[src/rtl/core/smbc_pkg.sv]
// shared widths, register codes, band word layout and lookup tables for the compressor
package smbc_pkg;

    localparam int MAX_BANDS   = 4;
    localparam int BAND_W      = $clog2(MAX_BANDS);
    localparam int CNT_W       = 3;
    localparam int SAMPLE_BITS = 24;
    localparam int ENV_W       = SAMPLE_BITS;
    localparam int GAIN_W      = 20;
    localparam int MEM_W       = ENV_W + GAIN_W;
    localparam int SUM_W       = GAIN_W + BAND_W + 1;
    localparam int DB_W        = 13;
    localparam int MDB_W       = 12;
    localparam int CFG_ADDR_W  = 3;
    localparam int CFG_DATA_W  = 64;

    // long division in the knee blend
    localparam int QUO_W = 10;
    localparam int DEN_W = 10;
    localparam int NUM_W = QUO_W + DEN_W + 1;

    localparam logic [GAIN_W-1:0] GAIN_MAX   = {GAIN_W{1'b1}};
    localparam logic [GAIN_W-1:0] GAIN_UNITY = GAIN_W'(65536);

    localparam logic [4:0] ENV_REF  = 5'(SAMPLE_BITS - 1);
    localparam logic [4:0] GAIN_REF = 5'd16;

    // register indexes
    localparam logic [CFG_ADDR_W-1:0] REG_BAND_COUNT = 3'd0;
    localparam logic [CFG_ADDR_W-1:0] REG_KEY_SEL    = 3'd1;
    localparam logic [CFG_ADDR_W-1:0] REG_BAND_WORD0 = 3'd2;
    localparam logic [CFG_ADDR_W-1:0] REG_BAND_WORD1 = 3'd3;
    localparam logic [CFG_ADDR_W-1:0] REG_BAND_WORD2 = 3'd4;
    localparam logic [CFG_ADDR_W-1:0] REG_BAND_WORD3 = 3'd5;

    // band word field positions
    localparam int THR_LSB = 0;
    localparam int KNEE_LSB = 12;
    localparam int IR_LSB  = 22;
    localparam int ATK_LSB = 34;
    localparam int REL_LSB = 46;
    localparam int MK_LSB  = 58;

    localparam logic [11:0] LOG2_TAB [32] = '{
        12'd0,    12'd182,  12'd358,  12'd530,  12'd696,  12'd858,  12'd1016, 12'd1169,
        12'd1319, 12'd1465, 12'd1607, 12'd1746, 12'd1882, 12'd2015, 12'd2145, 12'd2272,
        12'd2396, 12'd2518, 12'd2637, 12'd2754, 12'd2869, 12'd2982, 12'd3092, 12'd3200,
        12'd3307, 12'd3412, 12'd3514, 12'd3615, 12'd3715, 12'd3812, 12'd3908, 12'd4003
    };

    localparam logic [16:0] EXP2_TAB [32] = '{
        17'd65536,  17'd66971,  17'd68438,  17'd69937,
        17'd71468,  17'd73033,  17'd74632,  17'd76267,
        17'd77936,  17'd79642,  17'd81386,  17'd83169,
        17'd84990,  17'd86851,  17'd88752,  17'd90696,
        17'd92682,  17'd94711,  17'd96785,  17'd98905,
        17'd101070, 17'd103283, 17'd105545, 17'd107856,
        17'd110218, 17'd112631, 17'd115098, 17'd117618,
        17'd120194, 17'd122825, 17'd125515, 17'd128263
    };

    typedef struct packed {
        logic             done;
        logic [QUO_W-1:0] quo;
    } div_stat_t;

endpackage

[src/rtl/core/smbc_div.sv]
// restoring divider, one quotient bit per cycle, for the knee blend
module smbc_div
(
    input  logic                          clk,
    input  logic                          rst_n,
    input  logic                          start,
    input  logic [smbc_pkg::NUM_W-1:0]    num,
    input  logic [smbc_pkg::DEN_W-1:0]    den,
    output smbc_pkg::div_stat_t           stat
);

    localparam int CW = $clog2(smbc_pkg::QUO_W + 1);
    localparam int RW = smbc_pkg::NUM_W - smbc_pkg::QUO_W;

    logic [RW-1:0]                rem_reg;
    logic [smbc_pkg::QUO_W-1:0]   sh_reg;
    logic [CW-1:0]                cnt_reg;
    logic                         done_reg;
    logic [smbc_pkg::DEN_W-1:0]   den_reg;

    logic [RW:0]                  trial;
    logic                         fits;
    logic [RW:0]                  diff;

    assign trial = {rem_reg, sh_reg[smbc_pkg::QUO_W-1]};
    assign fits  = trial >= {{(RW + 1 - smbc_pkg::DEN_W){1'b0}}, den_reg};
    assign diff  = trial - {{(RW + 1 - smbc_pkg::DEN_W){1'b0}}, den_reg};

    always_ff @(posedge clk or negedge rst_n)
    begin
        if (!rst_n)
        begin
            rem_reg  <= '0;
            sh_reg   <= '0;
            cnt_reg  <= '0;
            done_reg <= 1'b0;
            den_reg  <= '0;
        end
        else
        begin
            done_reg <= 1'b0;
            if (start)
            begin
                rem_reg <= num[smbc_pkg::NUM_W-1:smbc_pkg::QUO_W];
                sh_reg  <= num[smbc_pkg::QUO_W-1:0];
                den_reg <= den;
                cnt_reg <= CW'(smbc_pkg::QUO_W);
            end
            else if (cnt_reg != '0)
            begin
                // remainder stays below the divisor
                rem_reg <= fits ? diff[RW-1:0] : trial[RW-1:0];
                sh_reg  <= {sh_reg[smbc_pkg::QUO_W-2:0], fits};
                cnt_reg <= cnt_reg - CW'(1);
                if (cnt_reg == CW'(1))
                begin
                    done_reg <= 1'b1;
                end
            end
        end
    end

    assign stat.done = done_reg;
    assign stat.quo  = sh_reg;

`ifndef NO_ASSERTIONS
    a_done_after_count: assert property (@(posedge clk) disable iff (!rst_n)
        done_reg |-> cnt_reg == '0)
        else $error("divider done while still counting");
    a_no_restart: assert property (@(posedge clk) disable iff (!rst_n)
        start |-> cnt_reg == '0)
        else $error("divider restarted while busy");
    a_count_steps: assert property (@(posedge clk) disable iff (!rst_n)
        start |=> cnt_reg == CW'(smbc_pkg::QUO_W))
        else $error("divider count not loaded");
`endif

endmodule

[config.mk]
export PLATFORM = sky130hd
export DESIGN_NAME = smbc_div
export DESIGN_NICKNAME = d
export VERILOG_FILES = /design/src/rtl/core/smbc_pkg.sv /design/src/rtl/core/smbc_div.sv
export SDC_FILE = /design/constraint.sdc
export NUM_CORES = 1
export LEC_CHECK = 0
export ABC_AREA = 1
export BUFFER_PORTS_ARGS = -buffer_cell sky130_fd_sc_hd__buf_2
export CORE_ASPECT_RATIO = 0.5
export CORE_UTILIZATION = 51
export DETAILED_ROUTE_END_ITERATION = 10
export PLACE_DENSITY = 0.79
export SYNTH_ARGS = -nofsm -noshare
export SYNTH_HDL_FRONTEND = slang
export SYNTH_SLANG_ARGS = --single-unit
[constraint.sdc]
create_clock -name clk -period 5.1 [get_ports clk]
set_clock_uncertainty 0.15 [all_clocks]
set_input_delay 1.275 -clock clk [delete_from_list [all_inputs] [get_ports clk]]
set_output_delay 1.275 -clock clk [all_outputs]
set_load 0.02 [all_outputs]
==> impl_metrics.csv <==
group,metric,value,unit
synth,synth_mux_area_share,0,%
sta,fmax,335.6,MHz
power,pwr-share-seq,31.0,%
synth,ys_warn_count,0,
synth,synthXorXnorAreaFrac,1.842,%
floorplanning,die_h,50.28,um
final_layout,mostFrequentLayoutCell,"nand2_1",
synth,ys_ff_latch,36,
sta,finalCritPeriodShare,58.43,%
floorplanning,rows,17,
final_layout,largest_reg_flops,11,
floorplanning,boundaryPins,45,
outcome,outcome,"finished, final reports clean",
final_layout,nets,414,
worst_setup_path,path_class,"primary input to flip-flop",
sta,rsz0062_at_grt,"no",
power,switchingPower,0.5648,mW
clocking,ctsResizeCount,0,
clocking,cts.sinks,36,
final_layout,area_growth,13.47,%
clocking,clkTransAtPathRegs,0.07,ns
synth,synth_top_family_by_area,"simple AND/OR/NAND/NOR gates",
synth,syn_nets,375,
power,power_frac_clock,19.7,%
clocking,clock_path_buffers,2,
place,io_buffers,44,
global_routing,grt_pass1_vias,2013,
floorplanning,fp.dieArea,4955,um^2
route,vias_per_cell,5.073,
floorplanning,dieWidth,98.56,um
synth,synth-edff-count,0,
route,final_antenna_net_count,0,
worst_setup_path,crit_fanout,33,
route,wl_met3,297,um
route,routedWlPerCell,12.54,um
sta,finalSetupTns,0,ns
route,drt_iter0_markers,113,
worst_setup_path,startpoint_type,"primary input",
floorplanning,start_util,53.48,%
synth,syn_avg_cell_area,7.270,um^2
sta,slew_headroom,47.35,%
global_routing,grt_max_degree,37,
power,p_int,0.7259,mW
min_path,hp-class,"flip-flop to flip-flop",
synth,synthAdderAreaFrac,7.684,%
power,ir_drop,191.5,uV
final_layout,final_area,2698,um^2
synth,synth_cells,327,
worst_setup_path,crit_arrival,3.02,ns
clocking,cts_root_buf,"clkbuf_8",
place,gp_congestion,0.8364,
route,dr_wl_met2,2.434,mm
synth,synth_compound_area_share,10.11,%
global_routing,antenna_found_initial,0,
route,num_vias,2151,
worst_setup_path,worstPathRequired,5.14,ns
route,drc_errors,0,
place,hpwl,3.682,mm
run,maxCapViolations,0,
clocking,htree_levels,2,
route,wirelength_met1,2.525,mm
sta,fin_crit,2.980,ns
global_routing,grt_usage,23.42,%
synth,ys_seq_area_share,37.89,%
final_layout,final_cell_mix,"nand2_1, inv_1, buf_2, dfrtp_1, nand3_1",
clocking,cts_made_buffers,5,
final_layout,diodes,0,
place,pre_cts_slack,1.856,ns
synth,synthSimpleGateAreaFrac,29.68,%
clocking,clk_latency,0.30,ns
synth,synth_area,2377,um^2
power,swShare,43.76,%
clocking,cts_tree,"yes",
route,dr.pass1.iters,4,
clocking,cts_setup_buffers,0,
route,wl,5.318,mm
route,top_layer,"met4",
power,leakagePower,1.529,nW
final_layout,layout-drive-gt1-share,17.71,%
sta,drv_slew,0,
sta,finalSetupViolCount,0,
sta,tightest_slew,0.7897,ns
sta,hold_viol,0,
power,combPwrFrac,49.3,%
power,powerDensity,478.5,nW/um^2
global_routing,grt_pass1_wl,8.873,mm
synth,ys.flop_type,"dfrtp_1",
clocking,cts_hold_buf,0,
place,placed_area,2590,um^2
final_layout,final_util,60.68,%
sta,fin_ws,2.120,ns
worst_setup_path,end_kind,"flip-flop",
synth,synthArstFlopShare,100.0,%
global_routing,grt_overflow,0,
floorplanning,core-area,4446,um^2
synth,synth_cell_types,31,
metrics by stage:
stage | hold WS (ns) | power [mW] | instances
finish | 0.3435 | 1.291 | 424
global route | 0.3626 | 1.402 | 424
CTS | 0.3452 | 1.286 | 424
detailed placement | 0.3262 | 1.026 | 416
global placement | 0.3123 | 1.006 | 416
floorplan | 0.2959 | 0.9114 | 327
synth_stat cells, types with 2 or more instances:
master | count | area share (%)
ha_1 | 13 | 6.8
a21oi_1 | 3 | 0.63
nand2_4 | 2 | 0.95
inv_1 | 58 | 9.2
nand2_2 | 4 | 1.1
dfrtp_1 | 36 | 38
buf_4 | 2 | 0.63
a22oi_1 | 2 | 0.63
xor2_1 | 3 | 1.1
a21oi_2 | 2 | 0.74
buf_2 | 3 | 0.63
xnor2_1 | 2 | 0.74
buf_6 | 3 | 1.4
nand3_2 | 2 | 0.84
nand4_1 | 2 | 0.53
nand3_1 | 30 | 6.3
inv_2 | 2 | 0.32
nand2_1 | 107 | 17
o21bai_1 | 2 | 0.63
o221ai_1 | 8 | 2.9
o21ai_0 | 19 | 4.0
nor2_1 | 10 | 1.6
clkbuf_1 | 4 | 0.63
power by group through the flow:
stage	sequential [mW]	combinational [mW]	clock, mW
final	0.400	0.637	0.254
after global routing	0.408	0.724	0.269
after CTS	0.399	0.631	0.256
after detailed placement	0.403	0.623	0
after global placement	0.403	0.603	0
after floorplan	0.406	0.506	0
final timing paths:
path                       startpoint         end  slack, ns  depth (start not counted)
setup reg to reg           cnt_reg[0]  rem_reg[4]       2.69                          9
hold / removal             den_reg[0]  den_reg[0]       0.34                          2
min in group asynchronous       rst_n  den_reg[6]       0.90                          1
max in group asynchronous       rst_n  rem_reg[2]       3.39                          1
setup / recovery                start  rem_reg[4]       2.12                          7
hold reg to reg            den_reg[0]  den_reg[0]       0.34                          2
critical path, stage by stage:
cell     delay (ns)
buf_2          0.28
nor2_2         0.57
inv_1          0.47
o21ai_0        0.22
inv_1          0.07
nand2_1        0.08
nand2_1        0.05
cell families (layout without fill, tap and decap cells):
| kind of cell | Yosys count | count (layout) |
|---|---|---|
| XOR/XNOR | 5 | 5 |
| flip-flops | 36 | 36 |
| adder cells (fa/ha/maj) | 14 | 14 |
| AO/OA/AOI/OAI | 38 | 38 |
| AND/OR/NAND/NOR | 162 | 162 |
| buffers and inverters | 72 | 112 |
final cells by class:
class	instances	area (um^2)
clock inverters	2	35.03
fillers	387	1748
well taps	57	71.32
inverters	60	225.2
repair buffers	44	220.2
clock buffers	6	72.57
flip-flops and latches	36	900.9
multi-input cells	219	1172
layer usage:
layer  vias up  track usage (%)
met5         -                0
met4         0            9.701
met3         7            4.596
met2        65            38.97
met1       980            30.46
li1       1099                -
(Power assumes the default switching activity.)
