File: src/rtl/core/smbc_pkg.sv
// shared widths, register codes, band word layout and lookup tables for the compressor
package smbc_pkg;

    localparam int MAX_BANDS   = 4;
    localparam int BAND_W      = $clog2(MAX_BANDS);
    localparam int CNT_W       = 3;
    localparam int SAMPLE_BITS = 24;
    localparam int ENV_W       = SAMPLE_BITS;
    localparam int GAIN_W      = 20;
    localparam int MEM_W       = ENV_W + GAIN_W;
    localparam int SUM_W       = GAIN_W + BAND_W + 1;
    localparam int DB_W        = 13;
    localparam int MDB_W       = 12;
    localparam int CFG_ADDR_W  = 3;
    localparam int CFG_DATA_W  = 64;

    // long division in the knee blend
    localparam int QUO_W = 10;
    localparam int DEN_W = 10;
    localparam int NUM_W = QUO_W + DEN_W + 1;

    localparam logic [GAIN_W-1:0] GAIN_MAX   = {GAIN_W{1'b1}};
    localparam logic [GAIN_W-1:0] GAIN_UNITY = GAIN_W'(65536);

    localparam logic [4:0] ENV_REF  = 5'(SAMPLE_BITS - 1);
    localparam logic [4:0] GAIN_REF = 5'd16;

    // register indexes
    localparam logic [CFG_ADDR_W-1:0] REG_BAND_COUNT = 3'd0;
    localparam logic [CFG_ADDR_W-1:0] REG_KEY_SEL    = 3'd1;
    localparam logic [CFG_ADDR_W-1:0] REG_BAND_WORD0 = 3'd2;
    localparam logic [CFG_ADDR_W-1:0] REG_BAND_WORD1 = 3'd3;
    localparam logic [CFG_ADDR_W-1:0] REG_BAND_WORD2 = 3'd4;
    localparam logic [CFG_ADDR_W-1:0] REG_BAND_WORD3 = 3'd5;

    // band word field positions
    localparam int THR_LSB = 0;
    localparam int KNEE_LSB = 12;
    localparam int IR_LSB  = 22;
    localparam int ATK_LSB = 34;
    localparam int REL_LSB = 46;
    localparam int MK_LSB  = 58;

    localparam logic [11:0] LOG2_TAB [32] = '{
        12'd0,    12'd182,  12'd358,  12'd530,  12'd696,  12'd858,  12'd1016, 12'd1169,
        12'd1319, 12'd1465, 12'd1607, 12'd1746, 12'd1882, 12'd2015, 12'd2145, 12'd2272,
        12'd2396, 12'd2518, 12'd2637, 12'd2754, 12'd2869, 12'd2982, 12'd3092, 12'd3200,
        12'd3307, 12'd3412, 12'd3514, 12'd3615, 12'd3715, 12'd3812, 12'd3908, 12'd4003
    };

    localparam logic [16:0] EXP2_TAB [32] = '{
        17'd65536,  17'd66971,  17'd68438,  17'd69937,
        17'd71468,  17'd73033,  17'd74632,  17'd76267,
        17'd77936,  17'd79642,  17'd81386,  17'd83169,
        17'd84990,  17'd86851,  17'd88752,  17'd90696,
        17'd92682,  17'd94711,  17'd96785,  17'd98905,
        17'd101070, 17'd103283, 17'd105545, 17'd107856,
        17'd110218, 17'd112631, 17'd115098, 17'd117618,
        17'd120194, 17'd122825, 17'd125515, 17'd128263
    };

    typedef struct packed {
        logic             done;
        logic [QUO_W-1:0] quo;
    } div_stat_t;

endpackage

File: src/rtl/core/smbc_db.sv
// linear to db conversion, 1/16 db units, relative to 2^ref_exp
module smbc_db
(
    input  logic [smbc_pkg::ENV_W-1:0]      v,
    input  logic [4:0]                      ref_exp,
    output logic signed [smbc_pkg::DB_W-1:0] db
);

    logic [4:0]                   p;
    logic [smbc_pkg::ENV_W-1:0]   vn;
    logic [4:0]                   idx;
    logic signed [5:0]            e;
    logic signed [17:0]           l;
    logic signed [33:0]           prod;
    logic [33:0]                  pm;
    logic [33:0]                  q;

    always_comb
    begin
        p = '0;
        for (int i = 0; i < smbc_pkg::ENV_W; i++)
        begin
            if (v[i])
            begin
                p = 5'(i);
            end
        end
        // normalize so the leading one sits at the top
        vn   = v << (5'(smbc_pkg::ENV_W - 1) - p);
        idx  = vn[smbc_pkg::ENV_W-2:smbc_pkg::ENV_W-6];
        e    = $signed({1'b0, p}) - $signed({1'b0, ref_exp});
        l    = $signed({e, 12'b0}) + $signed({6'b0, smbc_pkg::LOG2_TAB[idx]});
        prod = l * 34'sd24660;
        pm   = prod[33] ? 34'(-prod) : 34'(prod);
        q    = (pm + 34'd524288) >> 20;
        db   = prod[33] ? -$signed({1'b0, q[11:0]}) : $signed({1'b0, q[11:0]});
    end

endmodule

File: config.mk
export PLATFORM = sky130hd
export DESIGN_NAME = smbc_db
export DESIGN_NICKNAME = d
export VERILOG_FILES = /design/src/rtl/core/smbc_pkg.sv /design/src/rtl/core/smbc_db.sv
export SDC_FILE = /design/constraint.sdc
export NUM_CORES = 1
export LEC_CHECK = 0
export BUFFER_PORTS_ARGS = -buffer_cell sky130_fd_sc_hd__buf_2
export CORE_MARGIN = 4
export CORE_UTILIZATION = 55
export DETAILED_ROUTE_END_ITERATION = 16
export PLACE_DENSITY = 0.73
export SETUP_SLACK_MARGIN = 0.1
export SYNTH_ARGS = -nofsm -noshare
export SYNTH_HDL_FRONTEND = slang
export SYNTH_SLANG_ARGS = --single-unit
File: constraint.sdc
create_clock -name vclk -period 25.2
set_input_delay 6.3 -clock vclk [all_inputs]
set_output_delay 6.3 -clock vclk [all_outputs]
set_load 0.02 [all_outputs]
==> metrics.csv, run 1 <==
stage,metric,value,unit
grt,antenna_found_initial,0,
clock_network,ctsResizeCount,0,
yosys,yosysSeqAreaShare,0,%
clock_network,hold_buffers,0,
routing,route.detailed.drc,0,
timing,finalCritPeriodShare,96.2,%
yosys,synth_area,0.00787,sq mm
layout,nClkBuffers,0,
critical_path,cp_data_arrival_time,17.93,ns
grt,grt_pass1_wl,31.8,mm
routing,dr_total_vias,7239,
clock_network,post_cts_buffers,0,
layout,drive_gt1_share,9.36,%
critical_path,cp_slowest_cell,xor2_1,
routing,drtIter0Drc,550,
timing,rsz0062_at_grt,false,
layout,regArea,0,sq um
critical_path,crit_type,input port to output port,
status,status,finished clean,
floorplan,die-width,128,um
floorplan,core,0.0139,sq mm
floorplan,die_h,128,um
placed_design,dp_worst_setup_slack,1.01,ns
layout,layout.cells.most_common_list,"183 x inv_1, 164 x ha_1, 58 x nand2_1, 56 x nor2_1, 53 x fa_1",
yosys,ys_top_cells_by_area,"ha_1 26%, fa_1 13%, inv_1 8.7%",
layout,area_growth,4.64,%
placed_design,hpwl,15.7,mm
timing,slew_viol_final,0,
floorplan,rows,43,
min_path,whs_path_depth,12,
floorplan,die-area,0.0163,sq mm
critical_path,crit_path_start_kind,input port,
placed_design,portBuffers,42,
yosys,syn_avg_cell_area,7.76,sq um
grt,grt_max_degree,25,
routing,ant_nets,0,
yosys,synth_largest_area_cell,ha_1,
grt,grt_pass1_vias,6808,
timing,tightest_slew,0.897,ns
routing,vias_per_cell,5.95,
layout,layout_commonest_cell,inv_1,
yosys,syn_inst,1014,
min_path,hold_path.class,input port to output port,
routing,post_drt_wl_per_cell,15.3,um
critical_path,max_stage_delay,0.68,ns
placed_design,gp_congestion,0.971,
grt,groute.usage.overall,22.6,%
placed_design,dp_cells,1216,
timing,fin_ws,0.966,ns
grt,grt_overflow,0,
timing,fin_setup_tns,0,ns
flow_run,drv_cap,0,
layout,final_cells,1216,
timing,fmax,41.3,MHz
timing,finalSetupViolCount,0,
yosys,ys_types,92,
yosys,yosys_warnings,0,
layout,fillCellCount,1295,
yosys,synth_nets,1260,
critical_path,crit_required,18.90,ns
timing,hold_violations,0,
timing,relSlewSlack,39.3,%
critical_path,critPathCaptureType,output port,
routing,wirelength,18.6,mm
floorplan,initial_utilization,56.5,%
timing,holdWs,14.34,ns
routing,drt_pass1_iterations,5,
layout,final_nets,1284,
floorplan,ioPinCount,42,
layout,flops_and_latches,0,
yosys,yosysTopAreaCellShare,26.1,%
layout,n_antenna_cell,0,
timing,finalCriticalPeriod,24.23,ns
critical_path,crit_fanout,14,
area by class of cell:
cell class                      count  area (sq um)  share of cell area [%]
Tap cell                          180           225                    2.74
Multi-Input combinational cell    798          7030                    85.4
Inverter                          188           706                    8.57
Timing Repair Buffer               50           270                    3.28
worst paths after layout:
path,to,slack [ns],start
setup / recovery,db[10],0.97,v[11]
hold / removal,db[1],14.34,v[3]
per-stage QoR:
step           instance area [sq um]  util (%)
6_report                        8230      59.1
5_1_grt                         8230      59.1
4_1_cts                         8230      59.1
3_5_place_dp                    8230      59.1
3_3_place_gp                    8230      59.1
2_1_floorplan                   7870         -
per-layer routing:
| layer | track usage, % | vias to the layer above | wire length (um) |
|---|---|---|---|
| met5 | 0 | - | 0 |
| met4 | 2.68 | 0 | 261 |
| met3 | 0.962 | 24 | 829 |
| met2 | 39.9 | 204 | 8840 |
| met1 | 31.6 | 3367 | 8690 |
| li1 | - | 3644 | - |
cell families after synthesis:
logic type / count (synthesis) / synth area share, %
AO/OA/AOI/OAI: 245 / 22.7
AND/OR/NAND/NOR: 263 / 17.8
XOR/XNOR: 56 / 6.47
adder cells (fa/ha/maj): 217 / 39.6
buffers and inverters: 216 / 10.7
multiplexers: 17 / 2.80
synthesized netlist by cell type, types with 4 or more instances:
cell and number:
a211oi_1 19, a21boi_0 5, a21o_1 11, a21oi_1 39, a221oi_1 8, a311o_1 6
a311oi_1 5, a31oi_1 11, a32oi_1 4, and2_1 12, and3_1 9, and4b_1 4
buf_2 6, clkbuf_1 18, fa_1 53, ha_1 164, inv_1 183, inv_2 4
mux2_2 4, mux2i_1 7, nand2_1 58, nand2b_1 15, nand3_1 25, nand4_1 8
nor2_1 56, nor2b_1 5, nor3_1 23, nor4_1 8, o211ai_1 13, o21a_1 10
o21ai_0 37, o21ai_1 4, o21bai_1 5, o221ai_1 5, o22ai_1 10, o311ai_1 4
o31ai_1 8, or2_2 5, or3_1 9, or4_1 5, xnor2_1 37, xor2_1 18
critical path, delay by kind of cell:
kind | cells | cell delay [ns]
compound gates | 15 | 3.66
xor+xnor | 3 | 1.01
fa+ha+maj | 8 | 2.98
buf+inv | 8 | 1.12
mux | 1 | 0.54
simple gates | 9 | 2.30
Power of run 1 is left out: the tool's default activity adds up to more than one toggle a clock period on the data nets, which glitch-free logic cannot reach.
==> inputs of run 2 (changes only) <==
--- a/config.mk
+++ b/config.mk
@@ -7,2 +7,3 @@
 export LEC_CHECK = 0
+export ABC_AREA = 1
 export BUFFER_PORTS_ARGS = -buffer_cell sky130_fd_sc_hd__buf_2
==> constraint.sdc (replaced) <==
create_clock -name vclk -period 25.2
set_input_delay 1.26 -clock vclk [all_inputs]
set_output_delay 1.26 -clock vclk [all_outputs]
set_load 0.02 [all_outputs]
==> run 2 against run 1 <==
Final area shrank 6.4%. Critical path depth grew 6. Flip-flop and latch count is the same. Synthesized cell count grew 8.7%. Global-route usage shrank 0.81 points. Clock-buffer cell count is the same. Maximum frequency grew 84%. Die area shrank 5.8%.
==> metrics.csv, run 2 <==
stage,metric,value,unit,change
routing,dr_total_vias,6732,,-7.0%
min_path,hold_path.class,input port to output port,,
yosys,synth_largest_area_cell,ha_1,,
yosys,yosysSeqAreaShare,0,%,unchanged
layout,area_growth,4.40,%,
timing,fmax,76.1,MHz,+84%
routing,ant_nets,0,,unchanged
grt,grt_pass1_vias,6490,,-4.7%
yosys,ys_types,52,,-43%
timing,hold_violations,0,,unchanged
timing,tightest_slew,1.19,ns,+0.291 ns
yosys,yosys_warnings,0,,unchanged
clock_network,hold_buffers,0,,unchanged
routing,drt_pass1_iterations,6,,+1
grt,groute.usage.overall,21.8,%,-0.81 points
timing,finalCritPeriodShare,52.1,%,-44 points
critical_path,crit_path_start_kind,input port,,
floorplan,ioPinCount,42,,unchanged
flow_run,drv_cap,0,,unchanged
timing,rsz0062_at_grt,false,,
timing,fin_setup_tns,0,ns,unchanged
routing,drtIter0Drc,356,,-35%
timing,slew_viol_final,0,,unchanged
routing,route.detailed.drc,0,,unchanged
clock_network,ctsResizeCount,0,,unchanged
floorplan,initial_utilization,56.0,%,-0.47 points
floorplan,core,0.0132,sq mm,-5.3%
timing,finalCriticalPeriod,13.14,ns,-11.10 ns
layout,nClkBuffers,0,,unchanged
layout,final_nets,1375,,+7.1%
routing,vias_per_cell,5.17,,-13%
timing,relSlewSlack,20.8,%,-18 points
floorplan,die-width,124,um,-2.9%
yosys,ys_top_cells_by_area,"ha_1 28%, fa_1 14%, inv_1 12%",,
timing,holdWs,3.97,ns,-10.37 ns
layout,flops_and_latches,0,,unchanged
yosys,yosysTopAreaCellShare,27.8,%,+1.7 points
layout,regArea,0,sq um,unchanged
routing,wirelength,16.0,mm,-14%
layout,layout.cells.most_common_list,"245 x inv_1, 227 x nand2_1, 164 x ha_1, 112 x nand3_1, 61 x nor2_1",,
yosys,synth_area,0.00739,sq mm,-6.1%
status,status,finished clean,,
routing,post_drt_wl_per_cell,12.3,um,-20%
critical_path,crit_fanout,31,,+17
critical_path,cp_data_arrival_time,11.88,ns,-6.05 ns
critical_path,max_stage_delay,0.92,ns,+0.24 ns
timing,finalSetupViolCount,0,,unchanged
placed_design,hpwl,14.0,mm,-11%
yosys,ys_top_cells_by_count,"245 x inv_1, 227 x nand2_1, 164 x ha_1, 112 x nand3_1, 61 x nor2_1",,
grt,grt_overflow,0,,unchanged
grt,grt_pass1_wl,28.0,mm,-12%
yosys,yosysMostFrequentCell,inv_1,,
placed_design,gp_congestion,0.948,,-2.4%
layout,n_antenna_cell,0,,unchanged
floorplan,die-area,0.0153,sq mm,-5.8%
floorplan,die_h,124,um,-2.9%
grt,grt_max_degree,32,,+28%
critical_path,critPathCaptureType,output port,,
layout,drive_gt1_share,9.67,%,+0.31 points
yosys,synth_nets,1348,,+7.0%
critical_path,cp_slowest_cell,a21oi_1,,
placed_design,portBuffers,42,,unchanged
clock_network,post_cts_buffers,0,,unchanged
yosys,syn_inst,1102,,+8.7%
yosys,syn_avg_cell_area,6.70,sq um,-14%
critical_path,crit_type,input port to output port,,
grt,antenna_found_initial,0,,unchanged
min_path,whs_endpoint,db[0],,
critical_path,crit_required,23.94,ns,+5.04 ns
min_path,whs_path_depth,14,,+2
floorplan,rows,42,,-2.3%
min_path,hp-start,v[0],,
critical_path,crit_top_cell,nand2_1,,
layout,layout_commonest_cell,inv_1,,
## run 2: changes by cell type in the layout (fill, tap and decap cells not counted), sizes merged, moves of 11 or more
cell,change
nand2b,-17
and2,-12
nor3,-19
a211oi,-19
xnor2,-22
o21ai,-16
nand3,+97
o211ai,-11
inv,+68
nand2,+187
## run 2: how the worst max path moves through the flow
stage | cells after the start | start | slack [ns] | end
2_1_floorplan | 57 | v[3] | 14.06 | db[10]
6_report | 50 | v[6] | 12.06 | db[10]
4_1_cts | 51 | v[6] | 12.14 | db[10]
5_1_grt | 57 | v[6] | 11.07 | db[10]
3_5_place_dp | 50 | v[6] | 12.19 | db[10]
3_3_place_gp | 50 | v[6] | 12.26 | db[10]
## run 2: metal layers
metal,vias to the layer above,track usage (%),share of wire [%],wire [um]
met2,123,40.6,50,7960
li1,3551,-,-,-
met3,18,0.409,2.9,467
met4,0,2.15,1.2,190
met1,3040,29.1,46,7430
met5,-,0,0,0
## run 2: kinds of logic (layout without fill, tap and decap cells)
kind of cell,Yosys count,count (layout),share of synthesized area (%)
AND/OR/NAND/NOR,471,471,29.5
adder cells (fa/ha/maj),217,217,42.1
buffers and inverters,275,300,14.7
AO/OA/AOI/OAI,96,96,8.08
XOR/XNOR,43,43,5.51
## run 2: layout make-up
cell class	instances	area, sq um
Multi-Input combinational cell	827	6300
Tap cell	176	220
Inverter	255	960
Fill cell	1296	5480
Timing Repair Buffer	45	233
## run 2: stage by stage
stage / instances / worst slack, ns / utilization (%) / instance area, sq um
floorplan: 1102 / 14.06 / - / 7390
global placement: 1303 / 12.26 / 58.5 / 7710
detailed placement: 1303 / 12.19 / 58.5 / 7710
CTS: 1303 / 12.14 / 58.5 / 7710
global route: 1303 / 11.07 / 58.5 / 7710
finish: 1303 / 12.06 / 58.5 / 7710
## run 2: worst max-delay path: cells and delay by family
| kind | cells | cell delay (ns) |
|---|---|---|
| AOI/OAI and AO/OA | 13 | 2.97 |
| xor gates and xnor gates | 1 | 0.32 |
| adders and majority gates | 8 | 3.16 |
| buffers and inverters | 10 | 1.71 |
| and+or+nand+nor | 18 | 2.44 |
Power of run 2 is left out for the same reason.
